[src/sv/tffc_pkg.sv]
// ----------------------------------------------------------------------------
// tffc_pkg - tank fill/flush controller shared types and constants
// Mode, opcode, failure and register codes, plus the config and result bundles.
// ----------------------------------------------------------------------------
package tffc_pkg;

	typedef enum logic [1:0] {
		MODE_BOOT  = 2'd0,
		MODE_IDLE  = 2'd1,
		MODE_FLUSH = 2'd2,
		MODE_FILL  = 2'd3
	} mode_t;

	typedef enum logic {
		OP_TICK     = 1'b0,
		OP_SHUTDOWN = 1'b1
	} opcode_t;

	typedef enum logic [1:0] {
		FAIL_NONE     = 2'd0,
		FAIL_COOLDOWN = 2'd1,
		FAIL_DISABLED = 2'd2,
		FAIL_ALREADY  = 2'd3
	} fail_t;

	localparam int unsigned REG_IDX_BITS = 2;
	localparam logic [REG_IDX_BITS-1:0] REG_ENABLE    = 2'd0;
	localparam logic [REG_IDX_BITS-1:0] REG_FLUSH_DUR = 2'd1;
	localparam logic [REG_IDX_BITS-1:0] REG_COOLDOWN  = 2'd2;

	localparam logic [31:0] FLUSH_DUR_RESET = 32'd300000;
	localparam logic [31:0] COOLDOWN_RESET  = 32'd500000;
	localparam logic [31:0] RELAY_OFFSET_MS = 32'd5000;
	localparam logic [31:0] RETRY_MS        = 32'd60000;
	localparam logic [15:0] MIN_RUNS_FLUSH  = 16'd2;
	localparam logic [15:0] RUN_COUNT_MAX   = 16'hFFFF;

	typedef struct packed {
		logic        enabled;
		logic [31:0] flush_dur;
		logic [31:0] cooldown;
	} cfg_t;

	typedef struct packed {
		mode_t       mode;
		logic        pump_relay;
		logic        inlet_relay;
		logic        flush_relay;
		logic        request_made;
		mode_t       requested_mode;
		logic        request_ok;
		fail_t       fail_reason;
		logic [31:0] total_pump_ms;
	} result_t;

endpackage

[src/sv/tffc_if.sv]
// ----------------------------------------------------------------------------
// tffc_if - channel interfaces of the tank fill/flush controller
// Event input, result output and register write channels, valid/ready each.
// ----------------------------------------------------------------------------
interface tffc_in_if;
	logic        valid;
	logic        ready;
	logic        opcode;
	logic [31:0] time_ms;
	logic        tank_full;

	modport source (output valid, opcode, time_ms, tank_full, input ready);
	modport sink   (input valid, opcode, time_ms, tank_full, output ready);
endinterface

interface tffc_out_if;
	logic        valid;
	logic        ready;
	logic [1:0]  mode;
	logic        pump_relay;
	logic        inlet_relay;
	logic        flush_relay;
	logic        request_made;
	logic [1:0]  requested_mode;
	logic        request_ok;
	logic [1:0]  fail_reason;
	logic [31:0] total_pump_ms;

	modport source (output valid, mode, pump_relay, inlet_relay, flush_relay, request_made,
		requested_mode, request_ok, fail_reason, total_pump_ms, input ready);
	modport sink   (input valid, mode, pump_relay, inlet_relay, flush_relay, request_made,
		requested_mode, request_ok, fail_reason, total_pump_ms, output ready);
endinterface

interface tffc_cfg_if;
	logic        valid;
	logic        ready;
	logic [1:0]  index;
	logic [31:0] data;

	modport source (output valid, index, data, input ready);
	modport sink   (input valid, index, data, output ready);
endinterface

[src/sv/tffc_cfg_regs.sv]
// ----------------------------------------------------------------------------
// tffc_cfg_regs - configuration register file
// Enable flag, flush duration and pump cooldown; zero durations are dropped.
// ----------------------------------------------------------------------------
module tffc_cfg_regs
	import tffc_pkg::*;
(
	input  logic         clk,
	input  logic         arst_n,
	tffc_cfg_if.sink     cfg,
	output cfg_t         cfg_val
);

	logic        enabled_q;
	logic [31:0] flush_dur_q;
	logic [31:0] cooldown_q;
	logic        wr;

	assign cfg.ready = 1'b1;
	assign wr = cfg.valid;

	always_ff @(posedge clk or negedge arst_n) begin
		if (!arst_n) begin
			enabled_q   <= 1'b1;
			flush_dur_q <= FLUSH_DUR_RESET;
			cooldown_q  <= COOLDOWN_RESET;
		end else if (wr) begin
			case (cfg.index)
				REG_ENABLE:    enabled_q <= cfg.data[0];
				REG_FLUSH_DUR: if (cfg.data != '0) flush_dur_q <= cfg.data;
				REG_COOLDOWN:  if (cfg.data != '0) cooldown_q <= cfg.data;
				default: ;
			endcase
		end
	end

	assign cfg_val = '{enabled: enabled_q, flush_dur: flush_dur_q, cooldown: cooldown_q};

endmodule

[src/sv/tffc_core.sv]
// ----------------------------------------------------------------------------
// tffc_core - mode state and per-word decision logic
// Picks the mode request for a word, applies it to the relays and timers,
// and updates the state when the word moves on to the result register.
// ----------------------------------------------------------------------------
module tffc_core
	import tffc_pkg::*;
#(
	parameter int unsigned TIME_BITS = 32
) (
	input  logic        clk,
	input  logic        arst_n,
	input  logic        advance,
	input  logic        opcode,
	input  logic [31:0] time_ms,
	input  logic        tank_full,
	input  cfg_t        cfg_val,
	output result_t     res
);

	localparam int unsigned CW = (TIME_BITS > 32) ? TIME_BITS : 32;

	// state
	mode_t                mode_q, mode_d;
	logic                 pump_q, pump_d;
	logic                 inlet_q, inlet_d;
	logic                 flush_q, flush_d;
	logic                 flush_done_q, flush_done_d;
	logic                 first_q, first_d;
	logic [15:0]          runs_q, runs_d;
	logic [31:0]          total_q, total_d;
	logic [TIME_BITS-1:0] stop_t_q, stop_t_d;
	logic [TIME_BITS-1:0] start_t_q, start_t_d;
	logic [TIME_BITS-1:0] flush_t_q, flush_t_d;
	logic [TIME_BITS-1:0] attempt_q, attempt_d;

	// time arithmetic
	logic [CW-1:0]        now_w;
	logic [TIME_BITS-1:0] now, now_plus;
	logic [CW-1:0]        el_attempt, el_flush, el_stop, el_start;
	logic                 retry_due, flush_over, cool_ok;

	// request
	mode_t want;
	fail_t reason;
	logic  already;
	logic  pump_ok;

	assign now_w      = CW'(time_ms);
	assign now        = now_w[TIME_BITS-1:0];
	assign now_plus   = now + TIME_BITS'(RELAY_OFFSET_MS);
	assign el_attempt = CW'(TIME_BITS'(now - attempt_q));
	assign el_flush   = CW'(TIME_BITS'(now - flush_t_q));
	assign el_stop    = CW'(TIME_BITS'(now - stop_t_q));
	assign el_start   = CW'(TIME_BITS'(now - start_t_q));
	assign retry_due  = el_attempt >= CW'(RETRY_MS);
	assign flush_over = el_flush > CW'(cfg_val.flush_dur);
	assign cool_ok    = el_stop > CW'(cfg_val.cooldown);

	// Decide which mode, if any, this word asks for
	always_comb begin
		want         = MODE_BOOT;
		attempt_d    = attempt_q;
		flush_done_d = flush_done_q;
		if (opcode == OP_SHUTDOWN) begin
			want = MODE_IDLE;
		end else begin
			case (mode_q)
				MODE_BOOT: begin
					attempt_d = now;
					want      = MODE_IDLE;
				end
				MODE_IDLE: begin
					if (retry_due && !tank_full) begin
						want      = (flush_done_q || runs_q < MIN_RUNS_FLUSH) ?
							MODE_FILL : MODE_FLUSH;
						attempt_d = now;
					end
				end
				MODE_FLUSH: begin
					if (!cfg_val.enabled || tank_full || flush_over) begin
						flush_done_d = 1'b1;
						want         = tank_full ? MODE_IDLE : MODE_FILL;
						attempt_d    = now;
					end
				end
				MODE_FILL: begin
					if (!cfg_val.enabled || tank_full) begin
						want      = MODE_IDLE;
						attempt_d = now;
					end
				end
				default: want = MODE_BOOT;
			endcase
		end
	end

	// Apply the request: next state of mode, relays and timers
	always_comb begin
		mode_d    = mode_q;
		pump_d    = pump_q;
		inlet_d   = inlet_q;
		flush_d   = flush_q;
		first_d   = first_q;
		runs_d    = runs_q;
		total_d   = total_q;
		stop_t_d  = stop_t_q;
		start_t_d = start_t_q;
		flush_t_d = flush_t_q;
		reason    = FAIL_NONE;
		pump_ok   = 1'b0;
		if (want == MODE_IDLE) begin
			flush_d = 1'b0;
			if (pump_q) begin
				total_d  = total_q + el_start[31:0];
				stop_t_d = now;
				pump_d   = 1'b0;
				inlet_d  = 1'b0;
			end
			mode_d = MODE_IDLE;
		end else if (want != MODE_BOOT) begin
			if (!cfg_val.enabled) begin
				reason = FAIL_DISABLED;
			end else if (!pump_q) begin
				if (first_q || cool_ok) begin
					pump_ok   = 1'b1;
					inlet_d   = 1'b1;
					pump_d    = 1'b1;
					start_t_d = now_plus;
					first_d   = 1'b0;
					if (runs_q != RUN_COUNT_MAX)
						runs_d = runs_q + 16'd1;
				end else begin
					reason = FAIL_COOLDOWN;
				end
			end else if (inlet_q) begin
				pump_ok = 1'b1;
			end else begin
				reason = FAIL_COOLDOWN;
			end
			if (pump_ok) begin
				if (want == MODE_FLUSH) begin
					flush_d   = 1'b1;
					flush_t_d = pump_q ? now : now_plus;
				end
				mode_d = want;
			end
		end
		if (already)
			reason = FAIL_ALREADY;
	end

	assign already = (want != MODE_BOOT) && (want == mode_q);

	// Result word
	always_comb begin
		res.mode           = mode_d;
		res.pump_relay     = pump_d;
		res.inlet_relay    = inlet_d;
		res.flush_relay    = flush_d;
		res.request_made   = want != MODE_BOOT;
		res.requested_mode = want;
		res.request_ok     = (want != MODE_BOOT) && !already && (mode_d == want);
		res.fail_reason    = reason;
		res.total_pump_ms  = total_d;
	end

	always_ff @(posedge clk or negedge arst_n) begin
		if (!arst_n) begin
			mode_q       <= MODE_BOOT;
			pump_q       <= 1'b0;
			inlet_q      <= 1'b0;
			flush_q      <= 1'b0;
			flush_done_q <= 1'b0;
			first_q      <= 1'b1;
			runs_q       <= '0;
			total_q      <= '0;
			stop_t_q     <= '0;
			start_t_q    <= '0;
			flush_t_q    <= '0;
			attempt_q    <= '0;
		end else if (advance) begin
			mode_q       <= mode_d;
			pump_q       <= pump_d;
			inlet_q      <= inlet_d;
			flush_q      <= flush_d;
			flush_done_q <= flush_done_d;
			first_q      <= first_d;
			runs_q       <= runs_d;
			total_q      <= total_d;
			stop_t_q     <= stop_t_d;
			start_t_q    <= start_t_d;
			flush_t_q    <= flush_t_d;
			attempt_q    <= attempt_d;
		end
	end

	a_pump_inlet: assert property (@(posedge clk) disable iff (!arst_n)
		pump_q |-> inlet_q)
		else $error("pump running with inlet closed");

	a_active_pump: assert property (@(posedge clk) disable iff (!arst_n)
		(mode_q == MODE_FLUSH || mode_q == MODE_FILL) |-> pump_q)
		else $error("fill or flush mode without pump");

	a_flush_relay: assert property (@(posedge clk) disable iff (!arst_n)
		(mode_q == MODE_FLUSH) |-> flush_q)
		else $error("flush mode with flush relay off");

	a_done_sticky: assert property (@(posedge clk) disable iff (!arst_n)
		!$fell(flush_done_q))
		else $error("flush done flag cleared");

	a_hold_state: assert property (@(posedge clk) disable iff (!arst_n)
		!advance |=> ($stable(total_q) && $stable(runs_q) && $stable(mode_q)))
		else $error("state changed without a word moving on");

endmodule

[src/sv/tank_fill_flush_controller_unit.sv]
// ----------------------------------------------------------------------------
// tank_fill_flush_controller_unit - tank fill/flush mode controller
// Runs boot, idle, flush and fill modes from tick and shutdown events.
// ----------------------------------------------------------------------------
// Usage:
//   item   - event words: opcode (tick or shutdown), time_ms, tank_full.
//   result - one word per event: mode and relay commands after the event, the
//            mode request it made with outcome and fail reason, pump time total.
//   cfg    - register writes (enable, flush duration, pump cooldown), taken
//            whenever valid; write only with no event in flight.
// Throughput: one event per cycle while the result register is not stalled.
// Each event waits in the input register, where the decision logic evaluates
// it against the mode state; the state updates and the result word loads as
// it leaves that register, and result.valid rises as the result word loads.
// A stalled result register holds its word; one more event may wait in the
// input register behind it, after which item.ready drops until result.ready.
// Reset: boot mode, relays off, counters and timers cleared, registers at
// enabled, 300000 ms flush and 500000 ms cooldown; no clearing sweep needed.
// ----------------------------------------------------------------------------
module tank_fill_flush_controller_unit
	import tffc_pkg::*;
#(
	parameter int unsigned TIME_BITS = 32
) (
	input  logic         clk,
	input  logic         arst_n,
	tffc_in_if.sink      item,
	tffc_out_if.source   result,
	tffc_cfg_if.sink     cfg
);

	cfg_t        cfg_val;
	result_t     res_d, res_q;
	logic        valid_s1;
	logic        opcode_s1;
	logic [31:0] time_s1;
	logic        full_s1;
	logic        out_valid_q;
	logic        advance;

	assign advance    = valid_s1 && (!out_valid_q || result.ready);
	assign item.ready = !valid_s1 || advance;

	tffc_cfg_regs u_cfg (
		.clk     (clk),
		.arst_n  (arst_n),
		.cfg     (cfg),
		.cfg_val (cfg_val)
	);

	tffc_core #(.TIME_BITS(TIME_BITS)) u_core (
		.clk       (clk),
		.arst_n    (arst_n),
		.advance   (advance),
		.opcode    (opcode_s1),
		.time_ms   (time_s1),
		.tank_full (full_s1),
		.cfg_val   (cfg_val),
		.res       (res_d)
	);

	always_ff @(posedge clk or negedge arst_n) begin
		if (!arst_n) begin
			valid_s1 <= 1'b0;
		end else if (item.ready) begin
			valid_s1 <= item.valid;
		end
	end

	always_ff @(posedge clk) begin
		if (item.ready && item.valid) begin
			opcode_s1 <= item.opcode;
			time_s1   <= item.time_ms;
			full_s1   <= item.tank_full;
		end
	end

	always_ff @(posedge clk or negedge arst_n) begin
		if (!arst_n) begin
			out_valid_q <= 1'b0;
		end else if (advance) begin
			out_valid_q <= 1'b1;
		end else if (result.ready) begin
			out_valid_q <= 1'b0;
		end
	end

	always_ff @(posedge clk) begin
		if (advance)
			res_q <= res_d;
	end

	assign result.valid          = out_valid_q;
	assign result.mode           = res_q.mode;
	assign result.pump_relay     = res_q.pump_relay;
	assign result.inlet_relay    = res_q.inlet_relay;
	assign result.flush_relay    = res_q.flush_relay;
	assign result.request_made   = res_q.request_made;
	assign result.requested_mode = res_q.requested_mode;
	assign result.request_ok     = res_q.request_ok;
	assign result.fail_reason    = res_q.fail_reason;
	assign result.total_pump_ms  = res_q.total_pump_ms;

endmodule
[src/flat_wrapper.sv]
// flat-port wrapper written by rule: the top's interface ports become plain ports
module tank_fill_flush_controller_unit_flat import tffc_pkg::*;
#(
	parameter int unsigned TIME_BITS = 32
)
  (clk, arst_n, item_valid, item_opcode, item_time_ms, item_tank_full, item_ready, result_valid, result_mode, result_pump_relay, result_inlet_relay, result_flush_relay, result_request_made, result_requested_mode, result_request_ok, result_fail_reason, result_total_pump_ms, result_ready, cfg_valid, cfg_index, cfg_data, cfg_ready);
  tffc_in_if item_i ();
  tffc_out_if result_i ();
  tffc_cfg_if cfg_i ();
  input  logic clk;
  input  logic arst_n;
  input wire logic [$bits(item_i.valid)-1:0] item_valid;
  input wire logic [$bits(item_i.opcode)-1:0] item_opcode;
  input wire logic [$bits(item_i.time_ms)-1:0] item_time_ms;
  input wire logic [$bits(item_i.tank_full)-1:0] item_tank_full;
  output wire logic [$bits(item_i.ready)-1:0] item_ready;
  output wire logic [$bits(result_i.valid)-1:0] result_valid;
  output wire logic [$bits(result_i.mode)-1:0] result_mode;
  output wire logic [$bits(result_i.pump_relay)-1:0] result_pump_relay;
  output wire logic [$bits(result_i.inlet_relay)-1:0] result_inlet_relay;
  output wire logic [$bits(result_i.flush_relay)-1:0] result_flush_relay;
  output wire logic [$bits(result_i.request_made)-1:0] result_request_made;
  output wire logic [$bits(result_i.requested_mode)-1:0] result_requested_mode;
  output wire logic [$bits(result_i.request_ok)-1:0] result_request_ok;
  output wire logic [$bits(result_i.fail_reason)-1:0] result_fail_reason;
  output wire logic [$bits(result_i.total_pump_ms)-1:0] result_total_pump_ms;
  input wire logic [$bits(result_i.ready)-1:0] result_ready;
  input wire logic [$bits(cfg_i.valid)-1:0] cfg_valid;
  input wire logic [$bits(cfg_i.index)-1:0] cfg_index;
  input wire logic [$bits(cfg_i.data)-1:0] cfg_data;
  output wire logic [$bits(cfg_i.ready)-1:0] cfg_ready;
  assign item_i.valid = item_valid;
  assign item_i.opcode = item_opcode;
  assign item_i.time_ms = item_time_ms;
  assign item_i.tank_full = item_tank_full;
  assign item_ready = item_i.ready;
  assign result_valid = result_i.valid;
  assign result_mode = result_i.mode;
  assign result_pump_relay = result_i.pump_relay;
  assign result_inlet_relay = result_i.inlet_relay;
  assign result_flush_relay = result_i.flush_relay;
  assign result_request_made = result_i.request_made;
  assign result_requested_mode = result_i.requested_mode;
  assign result_request_ok = result_i.request_ok;
  assign result_fail_reason = result_i.fail_reason;
  assign result_total_pump_ms = result_i.total_pump_ms;
  assign result_i.ready = result_ready;
  assign cfg_i.valid = cfg_valid;
  assign cfg_i.index = cfg_index;
  assign cfg_i.data = cfg_data;
  assign cfg_ready = cfg_i.ready;
  tank_fill_flush_controller_unit #(.TIME_BITS(TIME_BITS)) u_core (.clk(clk), .arst_n(arst_n), .item(item_i), .result(result_i), .cfg(cfg_i));
endmodule
[config.mk]
export PLATFORM = sky130hd
export DESIGN_NAME = tank_fill_flush_controller_unit_flat
export DESIGN_NICKNAME = d
export VERILOG_FILES = /design/src/sv/tffc_pkg.sv /design/src/sv/tffc_if.sv /design/src/sv/tffc_cfg_regs.sv /design/src/sv/tffc_core.sv /design/src/sv/tank_fill_flush_controller_unit.sv /design/src/flat_wrapper.sv
export SDC_FILE = /design/constraint.sdc
export NUM_CORES = 1
export LEC_CHECK = 0
export BUFFER_PORTS_ARGS = -buffer_cell sky130_fd_sc_hd__buf_2
export CAP_MARGIN = 0
export CELL_PAD_IN_SITES_DETAIL_PLACEMENT = 1
export CELL_PAD_IN_SITES_GLOBAL_PLACEMENT = 1
export CORE_UTILIZATION = 24
export DETAILED_ROUTE_END_ITERATION = 7
export PLACE_DENSITY_LB_ADDON = 0.15
export SYNTH_ARGS = -nofsm -noshare
export SYNTH_HDL_FRONTEND = slang
export SYNTH_HIERARCHICAL = 1
export SYNTH_SLANG_ARGS = --single-unit
[constraint.sdc]
create_clock -name clk -period 6.7 [get_ports clk]
set_input_delay 0.335 -clock clk [delete_from_list [all_inputs] [get_ports clk]]
set_output_delay 0.335 -clock clk [all_outputs]
set_load 0.02 [all_outputs]
---- After elaboration in Yosys (flattened, before gate mapping) ----
Index checks and enable logic that the tools add are counted.
storage, ports and cells
  register bits after elaboration ......... 327
  logic and storage cells ................. 132
cells by class
  add/sub/neg operators ................... 7
  $lt $le $gt $ge ......................... 4
  equal/unequal tests ..................... 13
  muxes and demuxes ....................... 45
  bitwise operators ....................... 3
  reduce and logical (&&, ||, !) cells .... 31
operators with widths
  cell                                                                                    count
  32-bit two-way mux                                                                      6
  32-bit case mux with 4 select lines                                                     1
  32-bit subtractor                                                                       4
  32-bit > comparator                                                                     2
  32-bit by 13-bit adder with 32-bit output (second input constant)                       1
  32-bit adder                                                                            1
  32-bit by 16-bit greater-or-equal comparator with 1-bit output (second input constant)  1
  32-bit nonzero test                                                                     1
  1-bit two-way mux                                                                       26
  2-bit two-way mux                                                                       11
  16-bit by 1-bit adder with 16-bit output (second input constant)                        1
  16-bit by 2-bit less-than comparator with 1-bit output (second input constant)          1
  16-bit != test (second input constant)                                                  1
  5-bit AND reduction                                                                     2
  3-bit AND reduction                                                                     3
  2-bit == test (second input constant)                                                   4
  2-bit case mux with 4 select lines                                                      1
  7-bit AND reduction                                                                     1
  2-bit by 1-bit == test with 1-bit output (second input constant)                        3
  1-bit logical AND                                                                       6
  1-bit logical OR                                                                        6
  2-bit != test (second input constant)                                                   3
  6-bit AND reduction                                                                     1
  1-bit zero test                                                                         5
  6 further kinds                                                                         11

---- Longest topological paths before layout ----
  depth after elaboration ................. 14
  mapped depth ............................ 32
  depth with buffers taken out ............ 29

---- By module ----
Netlist, hierarchy kept.
modules (own cells, without submodules)
  module                           instances  cells each  area each (um^2)  sequential area each (um^2)
  tffc_core                        1          2062        17599.4           4580.6
  tffc_cfg_regs                    1          155         2558.7            1646.6
  tank_fill_flush_controller_unit  1          85          2416.1            2362.3

---- Worst setup path after synthesis ----
OpenSTA, ideal clock, no wires.
  kind .................................... reg-to-reg
  start ................................... register u_core.time_s1[0]
  end ..................................... register u_core.res_q (netlist bit u_core/result.total_pump_ms[12]) (data pin)
  data arrival time ....................... 6.631 ns
  required time ........................... 6.440 ns
  path slack .............................. -0.190 ns
  stages on the path, launching flop included .. 30
  clock period less this slack ............ 6.890 ns
  path through ............................ edfxtp_1 > inv_1 > ha_1 > inv_1 > fa_1 > a21o_1 > a21oi_1 > o21bai_1 > a2111oi_0 > o31ai_1 > or4_1 > a41oi_1 > o31a_1 > a31oi_1 > a221o_1 > a21oi_1 > xnor2_1 > ha_1 > nand4_1 > nor2_1 > and2_1 > nand2_1 > a2111oi_0 > nor3_1 > or2_2 > o21ai_1 > and3_1 > clkbuf_1 > buf_1 > mux2_2
RTL lines
  element                   line                                   RTL
  start: declaration        tank_fill_flush_controller_unit.sv:36  logic [31:0] time_s1;
  start signal: assignment  tank_fill_flush_controller_unit.sv:73  time_s1 <= item.time_ms;
  end signal: assignment    tank_fill_flush_controller_unit.sv:90  res_q <= res_d;
  end: declaration          tank_fill_flush_controller_unit.sv:33  result_t res_d, res_q;

---- Final worst setup path ----
  start ................................... register u_core.time_s1[2]
  end ..................................... register u_core.u_core.flush_t_q[31]
between the ends
  word-level cells in the longest chain between the ends .. 9
  elaborated cells on any way between the ends .. 25
RTL lines
  element                                                                               line                                               RTL
  32-bit subtractor (on tied branches)                                                  tffc_core.sv:53, tffc_core.sv:52, tffc_core.sv:54
  32-bit > comparator (tied with other cells)                                           tffc_core.sv:57                                    assign flush_over = el_flush > CW'(cfg_val.flush_dur);
  1-bit logical OR (tied with other cells)                                              tffc_core.sv:81                                    if (!cfg_val.enabled || tank_full || flush_over) begin
  2-bit two-way mux (tied with other cells)                                             tffc_core.sv:81
  2-bit case mux with 4 select lines / 1-bit two-way mux (equally long branches)        tffc_core.sv:68, tffc_core.sv:124
  2-bit two-way mux / 1-bit two-way mux (equally long branches)                         tffc_core.sv:65, tffc_core.sv:122
  2-bit by 1-bit == test with 1-bit output / 1-bit two-way mux (equally long branches)  tffc_core.sv:112, tffc_core.sv:121
  1-bit inverter (no line) / 1-bit two-way mux (equally long branches)                  --
  5-bit AND reduction (no line)                                                         --
  end signal: assignment                                                                tffc_core.sv:193                                   flush_t_q <= flush_t_d;
  end: declaration                                                                      tffc_core.sv:34                                    logic [TIME_BITS-1:0] flush_t_q, flush_t_d;
Several ways; a longest one is shown, not always the timed one. The select of a mux whose other input is x is not followed.
A chain may end at the register's enable or synchronous reset.

==> flow_summary.json <==
{
  "worstHoldStart": "cfg_data[15]",
  "synth_edf_count": 77,
  "cp_num_buf_inv": 5,
  "totalWireLength_um": 75600,
  "die-area_um2": 95300,
  "critical_path.slowest_cell": "edfxtp_1",
  "synthToLayoutAreaGrowth_pct": 24.6,
  "dp_hpwl_um": 56900,
  "finalHoldViolCount": 0,
  "endpoint_kind": "flop",
  "slew_headroom": 0.225,
  "final.min_clock_period_ns": 6.60,
  "yosys.cell_types.count": 84,
  "vias_per_cell": 4.62,
  "start_kind": "flop",
  "antenna_found_initial": 0,
  "synth-seq-cells": 327,
  "grt_pass1_wl_um": 113000,
  "cts_root_buf": "clkbuf_16",
  "cts_tree": "done",
  "clk_latency_ns": 0.58,
  "cap_violations": 0,
  "synthDominantCellAreaShare": 0.258,
  "fin_cells": 3858,
  "place_inst": 3696,
  "p_leak_uw": 0.0130,
  "worstPathRequired_ns": 7.15,
  "vias": 17815,
  "synthArstFlopShare": 0.765,
  "synth.area.top_cells": "dfrtp_1 26%, ha_1 11%, edfxtp_1 10%, mux2_2 6.4%, xnor2_1 5.2%",
  "critical_path_class": "reg -> reg",
  "drt_iter0_markers": 778,
  "path_clk_slew_ns": 0.06,
  "gp_congestion": 0.822,
  "cts-buffers-inserted": 44,
  "crit_family": "compound AO/OA/AOI/OAI gates",
  "rsz0062_at_grt": "true",
  "min_to": "u_core/u_cfg/cooldown_q[15]$_DFFE_PN1P_",
  "drc": 0,
  "initial_utilization": 0.242,
  "fin_nets": 2867,
  "io_pins": 119,
  "fin_skew_ns": 0.0191,
  "fillCellCount": 10572,
  "syn_nets": 2600,
  "row_count": 112,
  "holdWs_ns": 0.0341,
  "reg2reg_depth": 27,
  "yosysSeqAreaShare": 0.381,
  "cts_buffer_depth": 3,
  "detail-route-antenna-nets": 0,
  "grt_max_degree": 90,
  "cp_max_fo": 7,
  "synthTopCellsByCount": "308 x inv_1, 233 x dfrtp_1, 191 x ha_1",
  "status": "finished clean",
  "multi_input_area_um2": 12900,
  "synth_area_leader_cell": "dfrtp_1",
  "arrival_ns": 7.06,
  "drive_gt1_frac": 0.211,
  "min_path_cells": 2,
  "report.final.slew_viol_count": 0,
  "cts_sinks": 327,
  "netlist_area_um2": 22600,
  "synth_area_per_cell_um2": 9.81,
  "synth.most_common_cell": "inv_1",
  "avgRoutedWirePerCell_um": 19.6,
  "tightest_slew_ns": 1.16,
  "max_freq_mhz": 151,
  "ys_warn_count": 6,
  "fin_crit_sh": 0.985,
  "r2r_start": "u_core/time_s1[2]$_DFFE_PP_",
  "seqCellArea_um2": 8590,
  "ir_worst_vdd_uv": 207,
  "portBuffers": 117,
  "drt_first_pass_iters": 5,
  "finalSetupViolations": 0,
  "synthCells": 2302,
  "grt_overflow": 0,
  "worst_r2r_endpoint": "u_core/u_core/flush_t_q[31]$_DFFE_PN0P_",
  "synth-main-ff-cell": "dfrtp_1",
  "die_x_um": 309,
  "hp-class": "in -> reg",
  "cts_max_level": 2,
  "reg2reg_slack_ns": 0.1,
  "die_y_um": 309,
  "grt_use_total": 0.156,
  "grt_pass1_vias": 19080,
  "crit_path_max_incr_delay_ns": 0.44,
  "coreArea_um2": 93200,
  "power-per-cell-area_nw_per_um2": 501
}
-- area by class of cell --
type,instances,share of cell area
multi-input combinational,1601,0.460
sequential,327,0.305
timing repair buffer,285,0.0864
tap,1254,0.0558
clock buffer,68,0.0468
inverter,310,0.0414
clock inverter,12,0.00405
antenna,1,0.0000890
-- power breakdown --
part	leakage, uW	internal (uW)	total [uW]	switching (uW)
Sequential	0.00373	2750	3120	369
Clock	0.000698	1420	2360	936
Combinational	0.00858	3690	8610	4910
Total	0.0130	7870	14100	6220
-- cells by family (layout without fill, tap and decap cells) --
group           Yosys count  count (layout)  share of synthesized area
flops                   327             327                      0.381
buf+inv                 374             675                     0.0658
xor+xnor                164             164                     0.0636
mux                     201             201                     0.0967
fa+ha+maj               225             225                      0.136
other cells               1               2                   0.000166
simple gates            527             527                      0.116
compound gates          483             483                      0.142
-- routing by layer --
metal  GRT usage  up-vias  routed length, um
li1            -     8569                  -
met1       0.200     8948              35000
met2       0.270      208              36700
met3      0.0203       90               2010
met4      0.0477        0               1930
met5           0        -                  0
-- timing repair --
item | CTS | global route
hold endpoints to repair | 134 | 0
endpoints found under the setup margin | 225 | 206
pin swaps | 13 | 43
gates resized for setup | 26 | 131
setup buffers | 6 | 17
hold buffers | 44 | 0
cloned | 1 | 14
-- metrics by stage --
stage	power, uW	worst slack [ns]	instance area, um^2	utilization	setup TNS [ns]
after floorplan	8910	0.0485	22600	-	0
after global placement	11200	-0.377	25200	0.271	-41.44
after detailed placement	11400	-0.563	25200	0.271	-71.58
after CTS	14000	0.0189	27300	0.293	0
after global routing	15400	-0.201	28100	0.302	-21.94
final	14100	0.0987	28100	0.302	0
-- registers in the layout (all words and copies together) (netlist names), 2 cells and up --
signal / flops
u_core/result.fail_reason: 2
u_core/result.mode: 2
u_core/result.requested_mode: 2
u_core/result.total_pump_ms: 32
u_core/time_s1: 32
u_core/u_cfg/cooldown_q: 32
u_core/u_cfg/flush_dur_q: 32
u_core/u_core/attempt_q: 32
u_core/u_core/flush_t_q: 32
u_core/u_core/mode_q: 2
u_core/u_core/runs_q: 16
u_core/u_core/start_t_q: 32
u_core/u_core/stop_t_q: 32
u_core/u_core/total_q: 32
-- worst max path at each step --
stage	startpoint	end	slack, ns	depth (start not counted)
CTS	u_core/time_s1[1]$_DFFE_PP_	u_core/u_core/flush_t_q[31]$_DFFE_PN0P_	0.02	32
global placement	u_core/time_s1[0]$_DFFE_PP_	u_core/u_core/flush_t_q[31]$_DFFE_PN0P_	-0.38	30
floorplan	u_core/time_s1[0]$_DFFE_PP_	u_core/u_core/flush_t_q[0]$_DFFE_PN0P_	0.05	30
global route	u_core/time_s1[0]$_DFFE_PP_	u_core/u_core/total_q[17]$_DFFE_PN0P_	-0.20	31
finish	u_core/time_s1[2]$_DFFE_PP_	u_core/u_core/flush_t_q[31]$_DFFE_PN0P_	0.1	27
detailed placement	u_core/time_s1[0]$_DFFE_PP_	u_core/u_core/flush_t_q[6]$_DFFE_PN0P_	-0.56	31
-- cell usage in the layout (no fill, tap or decap), drive strengths merged, types with 13 or more instances in the layout --
master,instances
a211oi,14
a21o,78
a21oi,109
a31oi,13
and3,20
buf,232
clkbuf,77
dfrtp,233
dfstp,17
dlygate4sd3,44
edfxtp,77
fa,34
ha,191
inv,310
mux2,137
mux2i,64
nand2,151
nand2b,15
nand3,49
nand4,33
nor2,122
nor2b,25
nor3,34
nor4,19
o21a,37
o21ai,118
xnor2,133
xor2,31
Power figures use the tool's default switching activity.
